[src/hw/rtl/sfa_pkg.sv]
package sfa_pkg;

	localparam int SLOT_W = 5;
	localparam int SP_W   = 2;
	localparam int NSP_IN = 4;

	typedef enum logic [1:0] {
		OP_ACC   = 2'd0,
		OP_READ  = 2'd1,
		OP_CLEAR = 2'd2,
		OP_NONE  = 2'd3
	} op_t;

	localparam logic CFG_NUM_SPECIES = 1'b0;
	localparam logic CFG_NUM_KPOINTS = 1'b1;

	typedef struct packed {
		logic              item_ld;
		logic [SLOT_W-1:0] slot;
		logic              sweep;
		logic              we;
		logic              wzero;
		logic              lat_x;
		logic [SP_W-1:0]   sel_x;
		logic              dens;
		logic              im;
		logic              mul1;
		logic [SP_W-1:0]   sel_y;
		logic              mul2;
		logic              dbl;
		logic              out_ld;
		logic              out_ok;
	} sfa_cmd_t;

	typedef struct packed {
		op_t               op;
		logic              k_ok;
		logic              slot_ok;
		logic [2:0]        ns;
		logic [SLOT_W-1:0] npair;
		logic [SLOT_W-1:0] nslots;
		logic [SLOT_W-1:0] rslot;
		logic              sweep_last;
		logic              out_free;
	} sfa_sts_t;

	// pair slot count for the species in use
	function automatic logic [SLOT_W-1:0] npair_f(input logic [2:0] ns);
		logic [SLOT_W-1:0] r;
		case (ns)
			3'd1:    r = 5'd1;
			3'd2:    r = 5'd3;
			3'd3:    r = 5'd6;
			3'd4:    r = 5'd10;
			default: r = 5'd1;
		endcase
		return r;
	endfunction

endpackage

[src/hw/rtl/sfa_ctrl.sv]
module sfa_ctrl
	import sfa_pkg::*;
#(
	parameter int ROW_SLOTS = 18
) (
	input  logic     clk,
	input  logic     arst_n,
	input  logic     s_tvalid,
	output logic     s_tready,
	input  sfa_sts_t sts,
	output sfa_cmd_t cmd
);
	typedef enum logic [3:0] {
		ST_INIT, ST_IDLE, ST_DEC, ST_P0, ST_P1, ST_P2, ST_WR, ST_CLR, ST_RD, ST_RDW
	} state_t;

	state_t            state_q;
	logic [SLOT_W-1:0] slot_q;
	logic [SP_W-1:0]   i_q, j_q;
	logic              ok_q;

	logic              dens;
	logic [SLOT_W-1:0] doff;

	assign dens = slot_q >= sts.npair;
	assign doff = slot_q - sts.npair;

	always_ff @(posedge clk or negedge arst_n) begin
		if (!arst_n) begin
			state_q <= ST_INIT;
			slot_q  <= '0;
			i_q     <= '0;
			j_q     <= '0;
			ok_q    <= 1'b0;
		end else begin
			case (state_q)
				ST_INIT: if (sts.sweep_last) state_q <= ST_IDLE;
				ST_IDLE: if (s_tvalid) state_q <= ST_DEC;
				ST_DEC: begin
					slot_q <= '0;
					i_q    <= '0;
					j_q    <= '0;
					case (sts.op)
						OP_ACC:   state_q <= sts.k_ok ? ST_P0 : ST_IDLE;
						OP_CLEAR: state_q <= sts.k_ok ? ST_CLR : ST_IDLE;
						OP_READ: begin
							slot_q  <= sts.rslot;
							ok_q    <= sts.k_ok && sts.slot_ok;
							state_q <= (sts.k_ok && sts.slot_ok) ? ST_RD : ST_RDW;
						end
						default:  state_q <= ST_IDLE;
					endcase
				end
				ST_P0: state_q <= ST_P1;
				ST_P1: state_q <= ST_P2;
				ST_P2: state_q <= ST_WR;
				ST_WR: begin
					if (slot_q == sts.nslots - SLOT_W'(1)) begin
						state_q <= ST_IDLE;
					end else begin
						slot_q  <= slot_q + SLOT_W'(1);
						state_q <= ST_P0;
						// next pair after (i, last) is (i+1, i+1)
						if (!dens) begin
							if (3'(j_q) == sts.ns - 3'd1) begin
								i_q <= i_q + SP_W'(1);
								j_q <= i_q + SP_W'(1);
							end else begin
								j_q <= j_q + SP_W'(1);
							end
						end
					end
				end
				ST_CLR: begin
					if (slot_q == SLOT_W'(ROW_SLOTS - 1)) state_q <= ST_IDLE;
					else slot_q <= slot_q + SLOT_W'(1);
				end
				ST_RD:  state_q <= ST_RDW;
				ST_RDW: if (sts.out_free) state_q <= ST_IDLE;
				default: state_q <= ST_IDLE;
			endcase
		end
	end

	always_comb begin
		cmd         = '0;
		cmd.slot    = slot_q;
		cmd.dens    = dens;
		cmd.im      = doff[0];
		cmd.sel_x   = dens ? doff[SP_W:1] : i_q;
		cmd.sel_y   = j_q;
		cmd.dbl     = !dens && (i_q != j_q);
		cmd.out_ok  = ok_q;
		s_tready    = 1'b0;
		case (state_q)
			ST_INIT: begin
				cmd.sweep = 1'b1;
				cmd.we    = 1'b1;
				cmd.wzero = 1'b1;
			end
			ST_IDLE: begin
				s_tready    = 1'b1;
				cmd.item_ld = s_tvalid;
			end
			ST_P0:  cmd.lat_x = 1'b1;
			ST_P1:  cmd.mul1  = 1'b1;
			ST_P2:  cmd.mul2  = 1'b1;
			ST_WR:  cmd.we    = 1'b1;
			ST_CLR: begin
				cmd.we    = 1'b1;
				cmd.wzero = 1'b1;
			end
			ST_RDW: cmd.out_ld = sts.out_free;
			default: ;
		endcase
	end

`ifndef SYNTHESIS
	a_init_once: assert property (@(posedge clk) disable iff (!arst_n)
		state_q != ST_INIT |=> state_q != ST_INIT)
		else $error("init sweep re-entered");
	a_out_free: assert property (@(posedge clk) disable iff (!arst_n)
		cmd.out_ld |-> sts.out_free)
		else $error("result overwritten");
	a_row_write: assert property (@(posedge clk) disable iff (!arst_n)
		(cmd.we && !cmd.sweep) |-> slot_q < SLOT_W'(ROW_SLOTS))
		else $error("write outside row");
	a_no_req_busy: assert property (@(posedge clk) disable iff (!arst_n)
		cmd.item_ld |=> state_q == ST_DEC)
		else $error("request not decoded");
`endif
endmodule

[config.mk]
export PLATFORM = sky130hd
export DESIGN_NAME = sfa_ctrl
export DESIGN_NICKNAME = d
export VERILOG_FILES = /design/src/hw/rtl/sfa_pkg.sv /design/src/hw/rtl/sfa_ctrl.sv
export SDC_FILE = /design/constraint.sdc
export NUM_CORES = 1
export LEC_CHECK = 0
export BUFFER_PORTS_ARGS = -buffer_cell sky130_fd_sc_hd__buf_2
export CORE_UTILIZATION = 50
export CTS_CLUSTER_DIAMETER = 40
export DETAILED_ROUTE_END_ITERATION = 7
export GPL_TIMING_DRIVEN = 1
export HOLD_SLACK_MARGIN = 0.12
export MAX_ROUTING_LAYER = met4
export PLACE_DENSITY = 0.79
export SKIP_CTS_REPAIR_TIMING = 1
export SLEW_MARGIN = 20
export SYNTH_ARGS = -nofsm -noshare
export SYNTH_HDL_FRONTEND = slang
export SYNTH_SLANG_ARGS = --single-unit
[constraint.sdc]
create_clock -name clk -period 2.2 [get_ports clk]
set_input_delay 0 -clock clk [delete_from_list [all_inputs] [get_ports clk]]
set_output_delay 0 -clock clk [all_outputs]
set_load 0.05 [all_outputs]
==> results.txt, run 1 <==
gr usage total = 0.227
CP arrival = 2090 ps
area leader, netlist = dfrtp_1
synthesized area = 1460 sq um
DR pass1 iterations = 5
# rows = 19
final period utilization = 0.951
Initial Util = 0.530
CTS max path bufs = 2
max-slew violations = 0
Worst Hold Depth = 4
Clock Root Buffer = clkbuf_4
r2r endpoint = j_q[1]
CP bufs+invs = 2
Post-synth EDFFs = 0
final wirelength = 3470 microns
GP Congestion = 0.841
Final setup viols = 0
internal power = 1.18 mW
DRC Markers = 0
leak pwr = 0.925 nW
pwr/cell area = 1560 nW/um^2
layout net count = 275
CTS sink count = 14
vias after detailed routing = 1542
CP Capture Type = primary output
Synth top area share = 0.240
Antenna diodes = 0
clock buffer count from CTS = 3
WL/cell = 13.0 microns
mux cell area share after synthesis = 0.0282
Reg2Reg Setup Slack = 250 ps
RSZ-0062 raised after global routing = no
num ports = 49
Startpoint Class = flip-flop
# H-tree levels = 1
worst-case hold path end point = state_q[3]
hold path startpoint = sts[0]
die width = 56.1 microns
clk slew on worst S/H paths = 90 ps
Slew HR = 0.609
DR iter-0 viols = 48
IO Port Bufs = 48
sequential area share after synthesis = 0.240
Synth Area in Adders = 0.0907
Net Sw Frac = 0.592
Yosys cell types = 44
Critical Path Fanout Max = 5
NetSw = 1.72 mW
Synth Warn # = 0
TritonCTS clock tree = yes
Mapped Cells = 183
antenna violations before repair = 0
ys async rst share = 1.00
worst reg-to-reg path cell count = 6
largest net degree at the start of global routing = 15
peak supply drop = 1370 uV
Critical R2R Launch = slot_q[2]
proportion of layout cells with a drive suffix above 1 = 0.308
#FFs+latches synth = 14
Synth Area in XOR/XNOR = 0.0778
Placed Area = 1760 sq um
max-cap check violation count = 0
syn_nets = 220
ANT nets after route = 0
clock skew = 1.91 ps
post-layout util = 0.674
Main synth FF type = dfrtp_1
family with the most delay on the worst path = compound AO/OA/AOI/OAI gates
post-detail-place hpwl = 2640 microns
first-pass GRT wire length = 5640 microns
CP required = 2200 ps
simple-gate share of the synthesized area = 0.216
Via density = 5.75
Mean Syn Cell Area = 7.99 sq um
clock share of power = 0.054
Tmin final = 2090 ps
Die ar. = 3150 sq um
Synth Area in Compound Gates = 0.253
Layout area overhead = 27.0%
Flop pwr share = 0.188
worst-margin pin slew = 585 ps
cell breakdown of the critical path = ha_1 > a21o_1 > a31oi_1 > o21ai_2 > buf_4 > a21oi_2 > buf_2
critical path type = flip-flop to primary output
main combinational cell family by area after synthesis = compound AO/OA/AOI/OAI gates
Hold Fails Final Rpt = 0
final design area excluding fillers = 1860 sq um
Gate power share = 0.758
Core Area = 2760 sq um
top cells by area, synth = dfrtp_1, ha_1, xnor2_1
clk_lat worst skew = 280 ps
hold crit path type = input port to flip-flop
status = finished clean
Die Ht = 56.1 microns
Power, Total = 2.90 mW
number of global-route vias before repair = 1294
CP max-delay cell = dfrtp_2
Overflow after GRT = 0
fmax = 478 MHz
peak per-stage delay on the critical path = 450 ps
==> per-layer routing <==
layer | wire length, microns | GRT usage
met2 | 1660 | 0.374
met3 | 200 | 0.0419
met4 | 8 | 0.0209
met1 | 1600 | 0.303
met5 | 0 | -
==> worst max path at each step <==
stage	start	endpoint	slack [ps]	cells after the start
floorplan	state_q[1]	cmd[12]	40	5
global placement	slot_q[2]	j_q[1]	250	6
detailed placement	slot_q[2]	j_q[1]	220	6
CTS	slot_q[2]	cmd[9]	-70	8
global route	slot_q[2]	cmd[10]	0.2	7
finish	slot_q[2]	cmd[2]	110	7
==> sequential cells by signal, summed over array words and instances, names as in the netlist <==
| signal | count |
|---|---|
| slot_q | 5 |
| state_q | 4 |
| i_q | 2 |
| j_q | 2 |
| ok_q | 1 |
==> per-stage QoR <==
stage | setup WS, ps | hold WS [ps] | cells | TNS [ps]
floorplan | 35.9 | -296 | 183 | 0
global placement | 246 | -81.3 | 258 | 0
detailed placement | 218 | -82.0 | 258 | 0
CTS | -69.9 | -388 | 262 | -76.0
global route | 0.238 | 128 | 268 | 0
finish | 107 | 91.3 | 268 | 0
==> layout by cell type (no fill, tap or decap), drive strengths merged, types with 4 or more instances in the layout <==
cell type     n
dfrtp        14
a31oi         7
xor2          6
nor3          7
nor2b         5
nand2b        6
a2bb2oi       5
inv          15
clkbuf        5
ha            9
nor2         13
nand2        13
dlygate4sd3   6
nand3         4
buf          57
xnor2         7
o211ai        4
a211oi        5
a21oi        12
o21ai        10
==> synth_stat cells (2+ instances only) <==
cell and n:
inv_1 15, nand2b_1 6, nor3_1 6, xnor2_1 7, and3_1 3, a211oi_1 5, clkbuf_1 8, nand3_1 4
a31oi_1 7, dfrtp_1 14, o211ai_1 4, a21oi_1 12, nor2b_1 5, mux2i_1 3, nor2_1 13, a2bb2oi_1 5
or4_1 2, o21ai_0 10, nand2_1 13, ha_1 9, buf_4 2, xor2_1 6, buf_6 2, a41oi_1 2
==> power groups by stage <==
stage                     Clock [mW]  Sequential (mW)  Combinational (mW)
after floorplan                    0            0.646                1.61
after global placement             0            0.543                2.13
after detailed placement           0            0.546                2.15
after CTS                      0.157            0.543                2.16
after global routing           0.171            0.569                2.37
final                          0.156            0.546                2.20
==> kinds of logic after synthesis <==
logic type                 count (synthesis)
and+or+nand+nor                           59
AOI/OAI and AO/OA                         53
buffers and inverters                     30
DFF                                       14
xor gates and xnor gates                  13
adders and majority gates                 10
muxes                                      4
==> worst min-delay path: stages <==
cell and delay, ps:
buf_2 100, nand2_1 50, a32oi_1 90, nor2_1 90
==> layout make-up <==
| type | instances | area (sq um) |
|---|---|---|
| multi-input cells | 139 | 1000 |
| fillers | 259 | 900 |
| repair buffers | 64 | 380 |
| flip-flops and latches | 14 | 353 |
| inverters | 16 | 60.1 |
| well taps | 31 | 38.8 |
| clock buffers | 4 | 26.3 |
(Power assumes the default switching activity.)
==> run 2, diff against run 1 <==
- REMOVE_ABC_BUFFERS: not set -> 1
==> run 2 against run 1 <==
Against the previous run:
- fmax fell by 0.27%
- via count decreased by 1.1%
- clock power decreased by 3%
- global-route usage increased by 1.8 points
- wire length up 5.2%
- worst setup slack got worse by 5.6 ps
- hold slack improved by 9.4 ps
- design area decreased by 0.88%
- die area unchanged
- register-to-register slack got worse by 150 ps
==> results.txt, run 2 (synthesized netlist as in run 1, its figures left out) <==
Worst Hold Depth = 4 (unchanged)
cell breakdown of the critical path = xnor2_1 > o211ai_1 > a311oi_4 > buf_4 > nor3_2 > a31o_1
Hold Fails Final Rpt = 0 (unchanged)
Power, Total = 2.80 mW (-3.4%)
clock skew = 7.13 ps (+5.21 ps)
post-detail-place hpwl = 2820 microns (+6.9%)
CTS max path bufs = 2 (unchanged)
leak pwr = 0.928 nW (+0.25%)
clk_lat worst skew = 280 ps (about the same)
WL/cell = 13.6 microns (+4.8%)
Via density = 5.67 (-1.5%)
max-slew violations = 0 (unchanged)
Startpoint Class = flip-flop
r2r endpoint = i_q[1]
first-pass GRT wire length = 5990 microns (+6.1%)
commonest non-fill, non-tap cell in the layout = buf_2
Die Ht = 56.1 microns (unchanged)
CP max-delay cell = dfrtp_1
final wirelength = 3650 microns (+5.2%)
Initial Util = 0.530 (unchanged)
Slew HR = 0.682 (+0.0726)
# H-tree levels = 1 (unchanged)
worst reg-to-reg path cell count = 6 (unchanged)
largest net degree at the start of global routing = 15 (unchanged)
Final setup viols = 0 (unchanged)
post-route setup TNS = 0 ps (unchanged)
placed insts = 258 (unchanged)
CP required = 2370 ps (+170 ps)
pwr/cell area = 1520 nW/um^2 (-2.6%)
layout net count = 277 (+0.73%)
peak per-stage delay on the critical path = 480 ps (+30 ps)
DR iter-0 viols = 73 (+52%)
worst-case hold path end point = slot_q[0]
Overflow after GRT = 0 (unchanged)
worst slack at placement = 126 ps (-92.9 ps)
proportion of layout cells with a drive suffix above 1 = 0.277 (-0.0307)
Clock Root Buffer = clkbuf_4
biggest regs = slot_q x5, state_q x4
DRC Markers = 0 (unchanged)
clock buffer count from CTS = 3 (unchanged)
FF/Latch Area = 350 sq um (-0.71%)
number of flip-flops in the largest register = 5 (unchanged)
Antenna diodes = 0 (unchanged)
number of global-route vias before repair = 1322 (+2.2%)
clk slew on worst S/H paths = 90 ps (about the same)
Core Area = 2760 sq um (unchanged)
gr usage total = 0.245 (+0.0185)
crit path launch = slot_q[4]
worst-margin pin slew = 477 ps (-108 ps)
# rows = 19 (unchanged)
CTS sink count = 14 (unchanged)
die width = 56.1 microns (unchanged)
CP arrival = 2270 ps (+180 ps)
DR pass1 iterations = 4 (-1)
Die ar. = 3150 sq um (unchanged)
ANT nets after route = 0 (unchanged)
max-cap check violation count = 0 (unchanged)
RSZ-0062 raised after global routing = no
Critical Path Fanout Max = 8 (+3)
Placed Area = 1740 sq um (-1.1%)
TritonCTS clock tree = yes
num ports = 49 (unchanged)
multi-input logic area = 975 sq um (-2.5%)
antenna violations before repair = 0 (unchanged)
Reg with most FFs = slot_q
post-route insts no fill = 269 (+0.37%)
Tmin final = 2100 ps (+5.61 ps)
CP Capture Type = flip-flop
status = finished clean
Setup WS post-layout = 102 ps (-5.61 ps)
final period utilization = 0.954 (+0.00255)
fmax = 477 MHz (-0.27%)
Reg2Reg Setup Slack = 100 ps (-150 ps)
hold path startpoint = sts[2]
hold crit path type = input port to flip-flop
GP Congestion = 0.864 (+2.7%)
Layout area overhead = 25.9%
critical path type = flip-flop to flip-flop
IO Port Bufs = 48 (unchanged)
Fillers = 258 (-0.39%)
final design area excluding fillers = 1840 sq um (-0.88%)
Critical R2R Launch = slot_q[4]
vias after detailed routing = 1525 (-1.1%)
peak supply drop = 1040 uV (-24%)
most frequent cells in the layout = buf_2, inv_1, dfrtp_1, nand2_1, nor2_1
## run 2: power breakdown
part,switching (mW),total [mW],internal (mW)
clock,0.0876,0.151,0.0634
combinational,1.44,2.13,0.694
sequential,0.149,0.514,0.365
total,1.68,2.80,1.12
## run 2: worst max-delay path by stage
| stage | slack [ps] | to | cells past startpoint |
|---|---|---|---|
| finish | 100 | i_q[1] | 6 |
| floorplan | -1920 | cmd[10] | 6 |
| global placement | 140 | j_q[0] | 6 |
| detailed placement | 130 | i_q[1] | 6 |
| global route | 20 | cmd[9] | 9 |
| CTS | 100 | i_q[1] | 6 |
## run 2: layer usage
layer | part of all wire | vias to the layer above | global-route usage
li1 | - | 764 | -
met1 | 0.44 | 699 | 0.338
met2 | 0.49 | 58 | 0.396
met3 | 0.061 | 4 | 0.0256
met4 | 0.0099 | 0 | 0.0453
met5 | 0 | - | -
## run 2: critical path: cells and delay by family, from the launching register on
| family | cells | cell delay [ps] |
|---|---|---|
| XOR/XNOR | 1 | 360 |
| AO/OA/AOI/OAI | 3 | 870 |
| buffers and inverters | 1 | 230 |
| flip-flops | 1 | 480 |
| AND/OR/NAND/NOR | 1 | 60 |
## run 2: area by class of cell
type | count | share of cell area
flip-flops and latches | 14 | 0.190
well taps | 31 | 0.0211
repair buffers | 66 | 0.215
inverters | 16 | 0.0326
clock buffers | 3 | 0.0122
multi-input cells | 139 | 0.529
## run 2: metrics by stage
stage | utilization | hold slack, ps
global placement | 0.631 | -82.0
finish | 0.668 | 101
CTS | 0.639 | -379
global route | 0.668 | 123
detailed placement | 0.631 | -77.4
floorplan | - | -296
